<file path="src/rtl/qpm_pkg.sv">
// ----------------------------------------------------------------------------
// qpm_pkg
// Shared types, constants and fixed-point helpers for the pose matrix block.
// ----------------------------------------------------------------------------
package qpm_pkg;

  localparam int QUAT_FRAC_BITS = 14;
  localparam int POS_FRAC_BITS  = 16;
  localparam int OUT_FRAC       = 16;
  localparam int ROT_SHIFT      = 2 * QUAT_FRAC_BITS - OUT_FRAC;
  localparam int SW             = 72;

  localparam logic CMD_MODEL = 1'b0;
  localparam logic CMD_VIEW  = 1'b1;

  typedef logic signed [SW-1:0] wide_t;

  typedef struct packed {
    logic               view;
    logic signed [15:0] qx;
    logic signed [15:0] qy;
    logic signed [15:0] qz;
    logic signed [15:0] qw;
    logic signed [31:0] px;
    logic signed [31:0] py;
    logic signed [31:0] pz;
  } item_t;

  localparam wide_t S32_MAX = wide_t'(2147483647);
  localparam wide_t S32_MIN = -wide_t'(2147483647) - wide_t'(1);

  function automatic logic signed [31:0] sat32(input wide_t v);
    logic signed [31:0] r;
    if (v > S32_MAX) begin
      r = 32'sh7fffffff;
    end else if (v < S32_MIN) begin
      r = 32'sh80000000;
    end else begin
      r = v[31:0];
    end
    return r;
  endfunction

  function automatic wide_t round_shr(input wide_t v, input int s);
    wide_t r;
    if (s == 0) begin
      r = v;
    end else begin
      r = (v + (wide_t'(1) <<< (s - 1))) >>> s;
    end
    return r;
  endfunction

  function automatic logic signed [31:0] pos_to_out(input logic signed [31:0] p);
    logic signed [31:0] r;
    if (POS_FRAC_BITS >= OUT_FRAC) begin
      r = sat32(round_shr(wide_t'(p), POS_FRAC_BITS - OUT_FRAC));
    end else begin
      r = sat32(wide_t'(p) <<< (OUT_FRAC - POS_FRAC_BITS));
    end
    return r;
  endfunction

endpackage

</file>
<file path="src/rtl/qpm_front.sv">
// ----------------------------------------------------------------------------
// qpm_front
// Accepts pose transactions, decodes the mode and queues them for the back end.
// ----------------------------------------------------------------------------
module qpm_front (
  input  logic                 clk,
  input  logic                 rst,
  input  logic                 s_axis_tvalid,
  output logic                 s_axis_tready,
  input  logic [159:0]         s_axis_tdata,
  input  logic                 s_axis_tuser,
  output logic                 item_valid,
  input  logic                 item_ready,
  output qpm_pkg::item_t       item
);
  import qpm_pkg::*;

  item_t      q [2];
  logic       wr_ptr;
  logic       rd_ptr;
  logic [1:0] count;
  logic       push;
  logic       pop;
  item_t      dec;

  always_comb begin
    dec.view = (s_axis_tuser == CMD_VIEW);
    dec.qx   = s_axis_tdata[15:0];
    dec.qy   = s_axis_tdata[31:16];
    dec.qz   = s_axis_tdata[47:32];
    dec.qw   = s_axis_tdata[63:48];
    dec.px   = s_axis_tdata[95:64];
    dec.py   = s_axis_tdata[127:96];
    dec.pz   = s_axis_tdata[159:128];
  end

  assign s_axis_tready = (count != 2'd2);
  assign item_valid    = (count != 2'd0);
  assign item          = q[rd_ptr];
  assign push          = s_axis_tvalid && s_axis_tready;
  assign pop           = item_valid && item_ready;

  always_ff @(posedge clk) begin
    if (push) begin
      q[wr_ptr] <= dec;
    end
  end

  always_ff @(posedge clk) begin
    if (rst) begin
      wr_ptr <= 1'b0;
      rd_ptr <= 1'b0;
      count  <= 2'd0;
    end else begin
      if (push) wr_ptr <= ~wr_ptr;
      if (pop)  rd_ptr <= ~rd_ptr;
      count <= count + 2'(push) - 2'(pop);
    end
  end

  a_no_overflow: assert property (@(posedge clk) disable iff (rst) count != 2'd3)
    else $error("queue count out of range");
  a_push_only: assert property (@(posedge clk) disable iff (rst)
    push && !pop |=> count == $past(count) + 2'd1)
    else $error("queue count missed a push");
  a_pop_only: assert property (@(posedge clk) disable iff (rst)
    pop && !push |=> count == $past(count) - 2'd1)
    else $error("queue count missed a pop");

endmodule

</file>
<file path="config.mk">
export PLATFORM = sky130hd
export DESIGN_NAME = qpm_front
export DESIGN_NICKNAME = d
export VERILOG_FILES = /design/src/rtl/qpm_pkg.sv /design/src/rtl/qpm_front.sv
export SDC_FILE = /design/constraint.sdc
export NUM_CORES = 1
export LEC_CHECK = 0
export ABC_AREA = 1
export ABC_CLOCK_PERIOD_IN_PS = 9400
export BUFFER_PORTS_ARGS = -buffer_cell sky130_fd_sc_hd__buf_2
export CORE_MARGIN = 4
export CORE_UTILIZATION = 52
export DETAILED_ROUTE_END_ITERATION = 12
export PLACE_DENSITY = 0.79
export SLEW_MARGIN = 10
export SYNTH_ARGS = -nofsm -noshare
export SYNTH_HDL_FRONTEND = slang
export SYNTH_SLANG_ARGS = --single-unit
</file>
<file path="constraint.sdc">
create_clock -name clk -period 9.4 [get_ports clk]
set_input_delay 0.47 -clock clk [delete_from_list [all_inputs] [get_ports clk]]
set_output_delay 0.47 -clock clk [all_outputs]
set_load 0.005 [all_outputs]
</file>
==> impl_metrics.env, run 1 <==
export IMPL_status="complete, no violations"
export IMPL_drt_initial_drc_count=334
export IMPL_seq_power_share_pct=47.4
export IMPL_setup_slack_ns=6.05
export IMPL_slowest_delay_ns=0.93
export IMPL_worstSetupEndpointType="primary output"
export IMPL_totalPowerFinal_mw=4.06
export IMPL_cp_cell_sequence="buf_4 -> mux2_2 -> buf_2"
export IMPL_fin_util_pct=66.7
export IMPL_intPower_mw=3.07
export IMPL_cts_tree="done"
export IMPL_port_buffers=327
export IMPL_ff2ff_path_depth=5
export IMPL_start_kind="flip-flop"
export IMPL_wire_per_inst_um=19.4
export IMPL_grt_pass1_vias=6448
export IMPL_synthAdderAreaFrac_pct=0.205
export IMPL_synth_distinct_cells=12
export IMPL_ant_nets=0
export IMPL_worst_pin_slew_ns=1.05
export IMPL_min_period_over_period_pct=35.7
export IMPL_clk_latency_ns=0.48
export IMPL_place_area_um2=14200
export IMPL_cts_made_buffers=34
export IMPL_fin_nets=1056
export IMPL_path_delay_family="buffers and inverters"
export IMPL_instances_no_fill=1232
export IMPL_yosys_area_share_simple_pct=0.645
export IMPL_pre_cts_ws_ns=6.54
export IMPL_path_buf_inv=2
export IMPL_areaGrowthSynthToFinish_pct=24.7
export IMPL_switchingPower_uw=989
export IMPL_slew_violations=0
export IMPL_post_cts_buffers=0
export IMPL_grt_overflow_total=0
export IMPL_syn_inst=538
export IMPL_hold_slack_ns=0.162
export IMPL_final_min_clock_period_ns=3.35
export IMPL_synthTopCellsByArea="edfxtp_1, mux2_4, mux2_2"
export IMPL_ys_warn_count=0
export IMPL_synth_mux_area_share_pct=17.6
export IMPL_p_leak_nw=5.91
export IMPL_die_h_um=161
export IMPL_syn_avg_cell_area_um2=22.7
export IMPL_drt_first_pass_iters=4
export IMPL_required_ns=8.93
export IMPL_yosys_area_share_xor_xnor_pct=0
export IMPL_relSlewSlack_pct=30.3
export IMPL_cp_depth=3
export IMPL_clock_fmax_ghz=0.298
export IMPL_synth_nets=705
export IMPL_place_inst=1166
export IMPL_drc=0
export IMPL_yosysTopAreaCellShare_pct=79.1
export IMPL_synth_top_area_cell="edfxtp_1"
export IMPL_die_area_um2=26000
export IMPL_synth_compound_area_share_pct=0.0819
export IMPL_tns_ns=0
export IMPL_worstPathArrival_ns=2.88
export IMPL_netlist_area_um2=12200
export IMPL_wirelength_um=23900
export IMPL_max_cap_violations=0
export IMPL_htreeDepth=2
export IMPL_coreArea_um2=22800
export IMPL_layout_drive_gt1_share_pct=59.5
export IMPL_start_util_pct=53.5
export IMPL_worstPathMaxFanout=66
export IMPL_die_width_um=161
export IMPL_hold_depth=2
export IMPL_path_class="flip-flop to primary output"
export IMPL_hold_buffers=0
export IMPL_vias=6219
export IMPL_finClkSkew_ns=0.00938
export IMPL_viasPerCell=5.05
export IMPL_finalSetupViolations=0
export IMPL_yosysSeqAreaShare_pct=79.9
export IMPL_root_buffer="clkbuf_16"
export IMPL_ir_drop_mv=0.179
export IMPL_sw_frac_of_total_pct=24.4
export IMPL_grt_pass1_wl_um=36200
export IMPL_antenna_found_initial=7
export IMPL_gp_congestion=0.760
export IMPL_fin_area_um2=15200
export IMPL_power_frac_comb_pct=21.2
export IMPL_gr_usage_all_layers_pct=18.0
export IMPL_ys_seq_elements=327
export IMPL_rsz0062_at_grt="no"
export IMPL_cts_sinks=327
export IMPL_hold_viol_final=0
export IMPL_post_cts_resized=0
export IMPL_synth_top_family_by_area="multiplexers"
export IMPL_min_path_type="primary input to flip-flop"
export IMPL_row_count=55
export IMPL_cts_max_path_buffers=3
export IMPL_critPathSlowestCell="buf_4"
export IMPL_p_per_area_nw_per_um2=266
export IMPL_io_pins=328
export IMPL_power_frac_clock_pct=31.4
export IMPL_clk_pin_slew_ns=0.06
export IMPL_place_hpwl_um=16100
export IMPL_grt_max_degree=98
==> layout by cell type (no fill, tap or decap) <==
cell and n:
mux2_4 90, bufinv_16 2, clkbuf_16 37, mux2_2 71, clkbuf_1 5, ha_1 2
inv_1 7, buf_2 327, nor2_4 1, nand3_1 3, inv_6 1, nor2_1 8
nand2_1 8, buf_4 6, edfxtp_1 322, dfxtp_4 1, clkinv_1 10, diode_2 4
a21oi_1 2, dfxtp_1 4, clkinv_2 8
==> power groups by stage <==
stage	Sequential (mW)	Combinational (mW)	Clock (mW)
2_1_floorplan	1.96	0.564	0
3_3_place_gp	1.95	0.860	0
3_5_place_dp	1.96	0.874	0
4_1_cts	1.93	0.878	1.31
5_1_grt	1.94	0.929	1.37
6_report	1.92	0.860	1.27
==> worst register-to-register path: stages (launching register included) <==
cell     delay (ns)
dfxtp_1        0.35
inv_1          0.06
nand2_1        0.11
nand3_1        0.18
inv_6          0.66
buf_4          0.91
==> per-layer routing <==
metal / GRT usage, % / share of wire (%) / routed length [um] / vias to the layer above
met3: 5.59 / 9.0 / 2150 / 54
met4: 5.54 / 2.6 / 612 / 6
met1: 23.0 / 39 / 9360 / 3032
met5: 0 / 0.18 / 42 / -
met2: 29.7 / 49 / 11800 / 292
li1: - / - / - / 2835
==> synth_stat cells (all sizes together) <==
cell type and number:
inv 8, buf 18, nor2 9, nand2 8, nand3 3, mux2 161, ha 2, a21oi 2
dfxtp 5, edfxtp 322
==> cells by family after synthesis <==
kind of cell / Yosys count
multiplexers: 161
AND/OR/NAND/NOR: 20
flip-flops: 327
buffers and inverters: 26
AO/OA/AOI/OAI: 2
adder cells (fa/ha/maj): 2
==> sequential cells by signal, summed over array words and instances, names as in the netlist, named ones only <==
| register | cells |
|---|---|
| q | 322 |
| count | 2 |
| rd_ptr | 1 |
| wr_ptr | 1 |
==> final timing paths <==
kind	from	to	slack (ns)
setup reg to reg	count[0]	q[1][57]	6.70
hold reg to reg	rd_ptr	rd_ptr	0.52
hold / removal	rst	count[0]	0.16
setup / recovery	flip-flop	item[54]	6.05
==> cell type report <==
type / instances / area [um2]
inverters: 8 / 35.0
clock buffers: 42 / 945
well taps: 313 / 392
fillers: 1567 / 7600
diodes: 4 / 10.0
flip-flops and latches: 327 / 9770
multi-input cells: 185 / 2270
clock inverters: 20 / 138
repair buffers: 333 / 1680
Note: power is estimated with default switching activity, not from simulation.
==> inputs of run 2 (changes only) <==
--- a/config.mk
+++ b/config.mk
@@ -5,13 +5,13 @@
 export SDC_FILE = /design/constraint.sdc
 export NUM_CORES = 1
 export LEC_CHECK = 0
-export ABC_AREA = 1
-export ABC_CLOCK_PERIOD_IN_PS = 9400
+export ABC_AREA = 0
+export ABC_CLOCK_PERIOD_IN_PS = 3000
 export BUFFER_PORTS_ARGS = -buffer_cell sky130_fd_sc_hd__buf_2
 export CORE_MARGIN = 4
-export CORE_UTILIZATION = 52
+export CORE_UTILIZATION = 47
 export DETAILED_ROUTE_END_ITERATION = 12
-export PLACE_DENSITY = 0.79
+export PLACE_DENSITY = 0.75
 export SLEW_MARGIN = 10
 export SYNTH_ARGS = -nofsm -noshare
 export SYNTH_HDL_FRONTEND = slang
==> constraint.sdc (replaced) <==
create_clock -name clk -period 3 [get_ports clk]
set_input_delay 0.15 -clock clk [delete_from_list [all_inputs] [get_ports clk]]
set_output_delay 0.15 -clock clk [all_outputs]
set_load 0.005 [all_outputs]
==> run 2 against run 1 <==
Effect of this change:
- clock power rose to 3.0 times the previous value
- sequential cell count unchanged
- design area up 11%
- first-iteration DRC count up 24%
- critical path type unchanged
- largest cell class unchanged
==> impl_metrics.env, run 2 <==
export IMPL_final_min_clock_period_ns=2.08
export IMPL_synth_mux_area_share_pct=17.7
export IMPL_die_area_um2=28600
export IMPL_layout_drive_gt1_share_pct=51.8
export IMPL_row_count=58
export IMPL_start_util_pct=48.1
export IMPL_p_leak_nw=6.59
export IMPL_setup_slack_ns=0.918
export IMPL_synth_distinct_cells=17
export IMPL_synth_flop_cell="edfxtp_1"
export IMPL_relSlewSlack_pct=47.6
export IMPL_min_period_over_period_pct=69.4
export IMPL_die_h_um=169
export IMPL_synth_most_common_cell="edfxtp_1"
export IMPL_pre_cts_ws_ns=1.07
export IMPL_cts_sinks=327
export IMPL_viasPerCell=4.87
export IMPL_finalSetupViolations=0
export IMPL_drt_first_pass_iters=4
export IMPL_worst_pin_slew_ns=0.784
export IMPL_fin_area_um2=17000
export IMPL_syn_inst=525
export IMPL_synth_edf_count=322
export IMPL_rsz0062_at_grt="no"
export IMPL_vias=6834
export IMPL_async_reset_ff_share_pct=0
export IMPL_cts_max_path_buffers=3
export IMPL_io_pins=328
export IMPL_grt_pass1_wl_um=40800
export IMPL_grt_pass1_vias=7513
export IMPL_p_per_area_nw_per_um2=761
export IMPL_layout_common_cells="buf_2, edfxtp_1, dlygate4sd3_1, mux2_4, mux2_2"
export IMPL_post_cts_resized=0
export IMPL_max_cap_violations=0
export IMPL_fin_util_pct=66.9
export IMPL_fin_nets=1213
export IMPL_place_area_um2=14300
export IMPL_clk_pin_slew_ns=0.06
export IMPL_post_cts_buffers=0
export IMPL_netlist_area_um2=12200
export IMPL_worstPathArrival_ns=1.93
export IMPL_port_buffers=327
export IMPL_start_kind="flip-flop"
export IMPL_gr_usage_all_layers_pct=18.2
export IMPL_ys_top_cells_by_count="edfxtp_1, mux2_4, mux2_2, buf_6, buf_2"
export IMPL_wirelength_um=26900
export IMPL_intPower_mw=9.71
export IMPL_power_frac_clock_pct=29.8
export IMPL_layout_commonest_cell="buf_2"
export IMPL_switchingPower_mw=3.22
export IMPL_die_width_um=169
export IMPL_grt_overflow_total=0
export IMPL_slew_violations=0
export IMPL_sw_frac_of_total_pct=24.9
export IMPL_seq_power_share_pct=45.7
export IMPL_required_ns=2.85
export IMPL_cts_made_buffers=34
export IMPL_place_hpwl_um=16100
export IMPL_largest_reg_flops=322
export IMPL_drc=0
export IMPL_htreeDepth=2
export IMPL_clock_fmax_ghz=0.480
export IMPL_grt_max_degree=71
export IMPL_synth_nets=692
export IMPL_syn_avg_cell_area_um2=23.3
export IMPL_ys_warn_count=0
export IMPL_drt_initial_drc_count=414
export IMPL_finClkSkew_ns=0.0145
export IMPL_top_register="q"
export IMPL_min_path_type="primary input to flip-flop"
export IMPL_yosys_area_share_simple_pct=0.441
export IMPL_path_class="flip-flop to primary output"
export IMPL_antenna_found_initial=2
export IMPL_synthTopCellsByArea="edfxtp_1, mux2_4, mux2_2"
export IMPL_worstSetupEndpointType="primary output"
export IMPL_ir_drop_mv=0.482
export IMPL_clk_latency_ns=0.50
export IMPL_cts_tree="done"
export IMPL_status="complete, no violations"
export IMPL_yosys_area_share_xor_xnor_pct=0.215
export IMPL_wire_per_inst_um=19.2
export IMPL_gp_congestion=0.778
export IMPL_yosysTopAreaCellShare_pct=79.2
export IMPL_ys_seq_elements=327
export IMPL_yosysSeqAreaShare_pct=80.0
export IMPL_synth_compound_area_share_pct=0.0615
export IMPL_synthAdderAreaFrac_pct=0.205
export IMPL_synth_top_family_by_area="multiplexers"
export IMPL_coreArea_um2=25400
export IMPL_worstPathMaxFanout=70
export IMPL_root_buffer="clkbuf_16"
export IMPL_ant_nets=0
export IMPL_reg_top3="q x322, count x2"
export IMPL_power_frac_comb_pct=24.5
export IMPL_hold_viol_final=0
export IMPL_areaGrowthSynthToFinish_pct=39.2
export IMPL_synth_top_area_cell="edfxtp_1"
## run 2: cell types whose count changed after synthesis, sizes merged, moves of 2 or more
cell,delta
xnor2,+2
nand3,-3
nand2,-7
a21oi,-2
inv,-7
nor2b,+2
nor2,-4
## run 2: final timing paths
| path | depth (start not counted) | endpoint | from | slack, ns |
|---|---|---|---|---|
| setup / recovery | 3 | item[42] | flip-flop | 0.92 |
| hold / removal | 3 | wr_ptr | s_axis_tvalid | 0.05 |
| setup reg to reg | 4 | q[0][59] | count[0] | 1.09 |
| hold reg to reg | 2 | flip-flop | rd_ptr | 0.53 |
## run 2: cells by family after synthesis
| logic type | after synthesis |
|---|---|
| xor+xnor | 3 |
| compound gates | 1 |
| mux | 162 |
| simple gates | 11 |
| flops | 327 |
| buf+inv | 19 |
| fa+ha+maj | 2 |
## run 2: per-layer routing
layer  share of wire (%)  vias to the layer above  global-route usage (%)
met5                   0                        -                       0
met1                  38                     3364                    22.2
met2                  52                      285                    32.1
li1                    -                     3133                       -
met3                 7.0                       52                    4.26
met4                 2.7                        0                    6.30
## run 2: area by class of cell
| type | count | area, um2 |
|---|---|---|
| clock buffers | 47 | 931 |
| multi-input cells | 179 | 2300 |
| clock inverters | 13 | 91.3 |
| inverters | 1 | 3.75 |
| diodes | 2 | 5.00 |
| repair buffers | 503 | 3480 |
| flip-flops and latches | 327 | 9770 |
| well taps | 330 | 413 |
| fillers | 1671 | 8400 |
## run 2: timing repair
item                                    in CTS  in global routing
endpoints found under the hold margin      326                  0
hold buffers                               162                  0
endpoints found under the setup margin       0                  0
## run 2: through the flow
stage                     total power [mW]  hold slack (ns)  cells  TNS (ns)
after global placement                8.93            0.338   1178         0
after floorplan                       7.82            0.214    525    -52.42
after CTS                             13.0           0.0181   1400         0
after global routing                  13.5           0.0354   1402         0
final                                 12.9           0.0475   1402         0
after detailed placement              8.99            0.341   1178         0
## run 2: critical path, cell delays in order, from the launching register on
cell,delay (ns)
dfxtp_4,0.43
buf_12,0.36
mux2_2,0.41
buf_2,0.13
## run 2: power groups by stage
stage | Clock (mW) | Combinational (mW) | Sequential (mW)
2_1_floorplan | 0 | 1.85 | 5.98
3_3_place_gp | 0 | 2.98 | 5.95
3_5_place_dp | 0 | 3.00 | 5.99
4_1_cts | 3.94 | 3.18 | 5.90
5_1_grt | 4.18 | 3.41 | 5.95
6_report | 3.85 | 3.17 | 5.91
==> inputs of run 3 (changes only) <==
--- a/config.mk
+++ b/config.mk
@@ -5,8 +5,8 @@
 export SDC_FILE = /design/constraint.sdc
 export NUM_CORES = 1
 export LEC_CHECK = 0
-export ABC_AREA = 0
-export ABC_CLOCK_PERIOD_IN_PS = 3000
+export ABC_AREA = 1
+export ABC_CLOCK_PERIOD_IN_PS = 1800
 export BUFFER_PORTS_ARGS = -buffer_cell sky130_fd_sc_hd__buf_2
 export CORE_MARGIN = 4
 export CORE_UTILIZATION = 47
==> constraint.sdc (replaced) <==
create_clock -name clk -period 1.8 [get_ports clk]
set_input_delay 0.09 -clock clk [delete_from_list [all_inputs] [get_ports clk]]
set_output_delay 0.09 -clock clk [all_outputs]
set_load 0.005 [all_outputs]
==> run 3 against run 2 <==
Effect of this change:
- highest routed layer unchanged
- non-clock buffer count is 35 higher
- largest cell class unchanged
- wire length is 22% higher
- sequential power is 69% higher
- first-iteration DRC count is 40% higher
- clock power is 80% higher
- sequential share of layout area is 4.3 points lower
- the flow now finishes with violations (setup timing)
- global-route usage is 2.7 points higher
- utilization is 5.5 points higher
- register-to-register slack worse by 0.99 ns
- worst hold slack better by 0.26 ns
==> impl_metrics.env, run 3 (synthesis results as in run 1) <==
export IMPL_layout_drive_gt1_share_pct=52.8
export IMPL_start_kind="flip-flop"
export IMPL_max_cap_violations=0
export IMPL_drc=0
export IMPL_hold_viol_final=0
export IMPL_finalSetupViolations=33
export IMPL_cts_sinks=327
export IMPL_vias=7355
export IMPL_die_width_um=169
export IMPL_finClkSkew_ns=0.0135
export IMPL_hold_slack_ns=0.312
export IMPL_slew_violations=0
export IMPL_clk_latency_ns=0.50
export IMPL_fin_nets=1261
export IMPL_ff2ff_path_depth=10
export IMPL_worstSetupEndpointType="primary output"
export IMPL_violations="setup timing"
export IMPL_layout_commonest_cell="edfxtp_1"
export IMPL_root_buffer="clkbuf_16"
export IMPL_p_per_area_nw_per_um2=1310
export IMPL_switchingPower_mw=6.13
export IMPL_port_buffers=327
export IMPL_cts_tree="done"
export IMPL_power_frac_comb_pct=29.9
export IMPL_relSlewSlack_pct=84.1
export IMPL_crit_path_end="item[106]"
export IMPL_coreArea_um2=25400
export IMPL_largest_reg_flops=322
export IMPL_rsz0062_at_grt="yes"
export IMPL_regToRegStartpoint="count[1]"
export IMPL_grt_pass1_vias=8036
export IMPL_sw_frac_of_total_pct=25.4
export IMPL_required_ns=1.71
export IMPL_worst_pin_slew_ns=0.238
export IMPL_multiInputGateArea_um2=2420
export IMPL_cts_max_path_buffers=3
export IMPL_clock_fmax_ghz=0.548
export IMPL_die_h_um=169
export IMPL_place_inst=1211
export IMPL_grt_pass1_wl_um=45800
export IMPL_grt_max_degree=37
export IMPL_drt_first_pass_iters=7
export IMPL_intPower_mw=18.0
export IMPL_grt_overflow_total=0
export IMPL_row_count=58
export IMPL_fin_util_pct=72.4
export IMPL_ant_nets=0
export IMPL_drt_initial_drc_count=579
export IMPL_cp_cell_sequence="buf_12 -> clkbuf_16 -> mux2_4 -> buf_6"
export IMPL_wirelength_um=32800
export IMPL_areaGrowthSynthToFinish_pct=50.4
export IMPL_min_path_type="primary input to flip-flop"
export IMPL_p_leak_nw=7.25
export IMPL_viasPerCell=5.08
export IMPL_r2r_end="count[1]"
export IMPL_ir_drop_mv=0.997
export IMPL_antenna_found_initial=1
export IMPL_min_period_over_period_pct=101
export IMPL_final_min_clock_period_ns=1.82
export IMPL_rrSetupSlack_ns=0.10
export IMPL_setup_slack_ns=-0.0245
export IMPL_gr_usage_all_layers_pct=20.9
export IMPL_clk_pin_slew_ns=0.06
export IMPL_top_register="q"
export IMPL_totalPowerFinal_mw=24.1
export IMPL_wire_per_inst_um=22.6
export IMPL_path_class="flip-flop to primary output"
export IMPL_power_frac_clock_pct=28.7
export IMPL_seq_power_share_pct=41.4
export IMPL_io_pins=328
export IMPL_status="finished, violations left"
export IMPL_htreeDepth=2
export IMPL_start_util_pct=48.1
export IMPL_worstPathArrival_ns=1.73
export IMPL_cts_made_buffers=34
export IMPL_instances_no_fill=1449
export IMPL_slowest_delay_ns=0.38
export IMPL_place_hpwl_um=17400
export IMPL_critPathSlowestCell="dfxtp_4"
export IMPL_die_area_um2=28700
export IMPL_gp_congestion=0.802
export IMPL_worstPathMaxFanout=9
export IMPL_nFillCells=1428
export IMPL_seq_area_um2=9780
export IMPL_reg_top3="q x322, count x2"
export IMPL_layout_common_cells="edfxtp_1, buf_2, dlygate4sd3_1, mux2_4, buf_6"
[run 3: changes by cell type in the layout (fill, tap and decap cells not counted), moves of 4 or more]
cell / before / now
buf_6: 0 / 89
buf_2: 327 / 241
mux2_2: 72 / 36
mux2_4: 90 / 125
buf_12: 9 / 19
buf_4: 5 / 13
buf_16: 0 / 7
clkbuf_16: 35 / 41
nand2_1: 0 / 6
inv_1: 1 / 6
nor2_1: 4 / 8
[run 3: per-stage QoR]
| stage | setup slack (ns) | setup TNS (ns) | area, um2 |
|---|---|---|---|
| 4_1_cts | -0.0966 | -5.28 | 17800 |
| 2_1_floorplan | -1.51 | -484.77 | 12300 |
| 6_report | -0.0245 | -0.401 | 18400 |
| 5_1_grt | -0.0983 | -6.09 | 18400 |
| 3_5_place_dp | 0.293 | 0 | 14700 |
| 3_3_place_gp | 0.331 | 0 | 14700 |
[run 3: worst min-delay path by stage]
stage	startpoint	cells after the start	to	slack, ns
final	s_axis_tdata[13]	2	q[0][157]	0.31
after global placement	rst	2	count[0]	0.26
after global routing	s_axis_tdata[91]	2	q[1][91]	0.31
after CTS	rst	3	count[0]	0.29
after floorplan	rst	1	count[0]	0.15
after detailed placement	s_axis_tdata[67]	1	q[0][67]	0.28
[run 3: routing by layer]
layer  GRT usage, %  up-vias  part of all wire (%)
met4           7.04        0                   2.5
met2           37.3      393                    52
met3           5.26       64                   8.3
met5              0        -                     0
li1               -     3247                     -
met1           24.9     3651                    38
[run 3: worst max-delay path: cells and delay by family, from the launching register on]
kind / cells / cell delay (ns)
buf+inv: 3 / 0.50
flops: 1 / 0.38
mux: 1 / 0.35
[run 3: what timing repair did]
item,4_1_cts,5_1_grt
gates cloned,3,6
buffers inserted,4,0
hold buffers,164,0
gates resized for setup,53,81
setup endpoints to repair,142,145
hold endpoints to repair,327,0
pin swaps,0,0
[run 3: final cells by class]
type	count	area share [%]
well taps	330	2.25
clock buffers	45	5.20
multi-input cells	185	13.2
repair buffers	538	25.2
diodes	1	0.0136
inverters	8	0.184
clock inverters	15	0.803
flip-flops and latches	327	53.2
[run 3: power by group through the flow]
stage / Sequential, mW / Clock, mW / Combinational, mW
2_1_floorplan: 10.1 / 0 / 2.98
3_3_place_gp: 9.98 / 0 / 5.24
3_5_place_dp: 10.0 / 0 / 5.30
4_1_cts: 9.90 / 6.98 / 6.28
5_1_grt: 10.0 / 7.37 / 7.60
6_report: 9.97 / 6.92 / 7.20
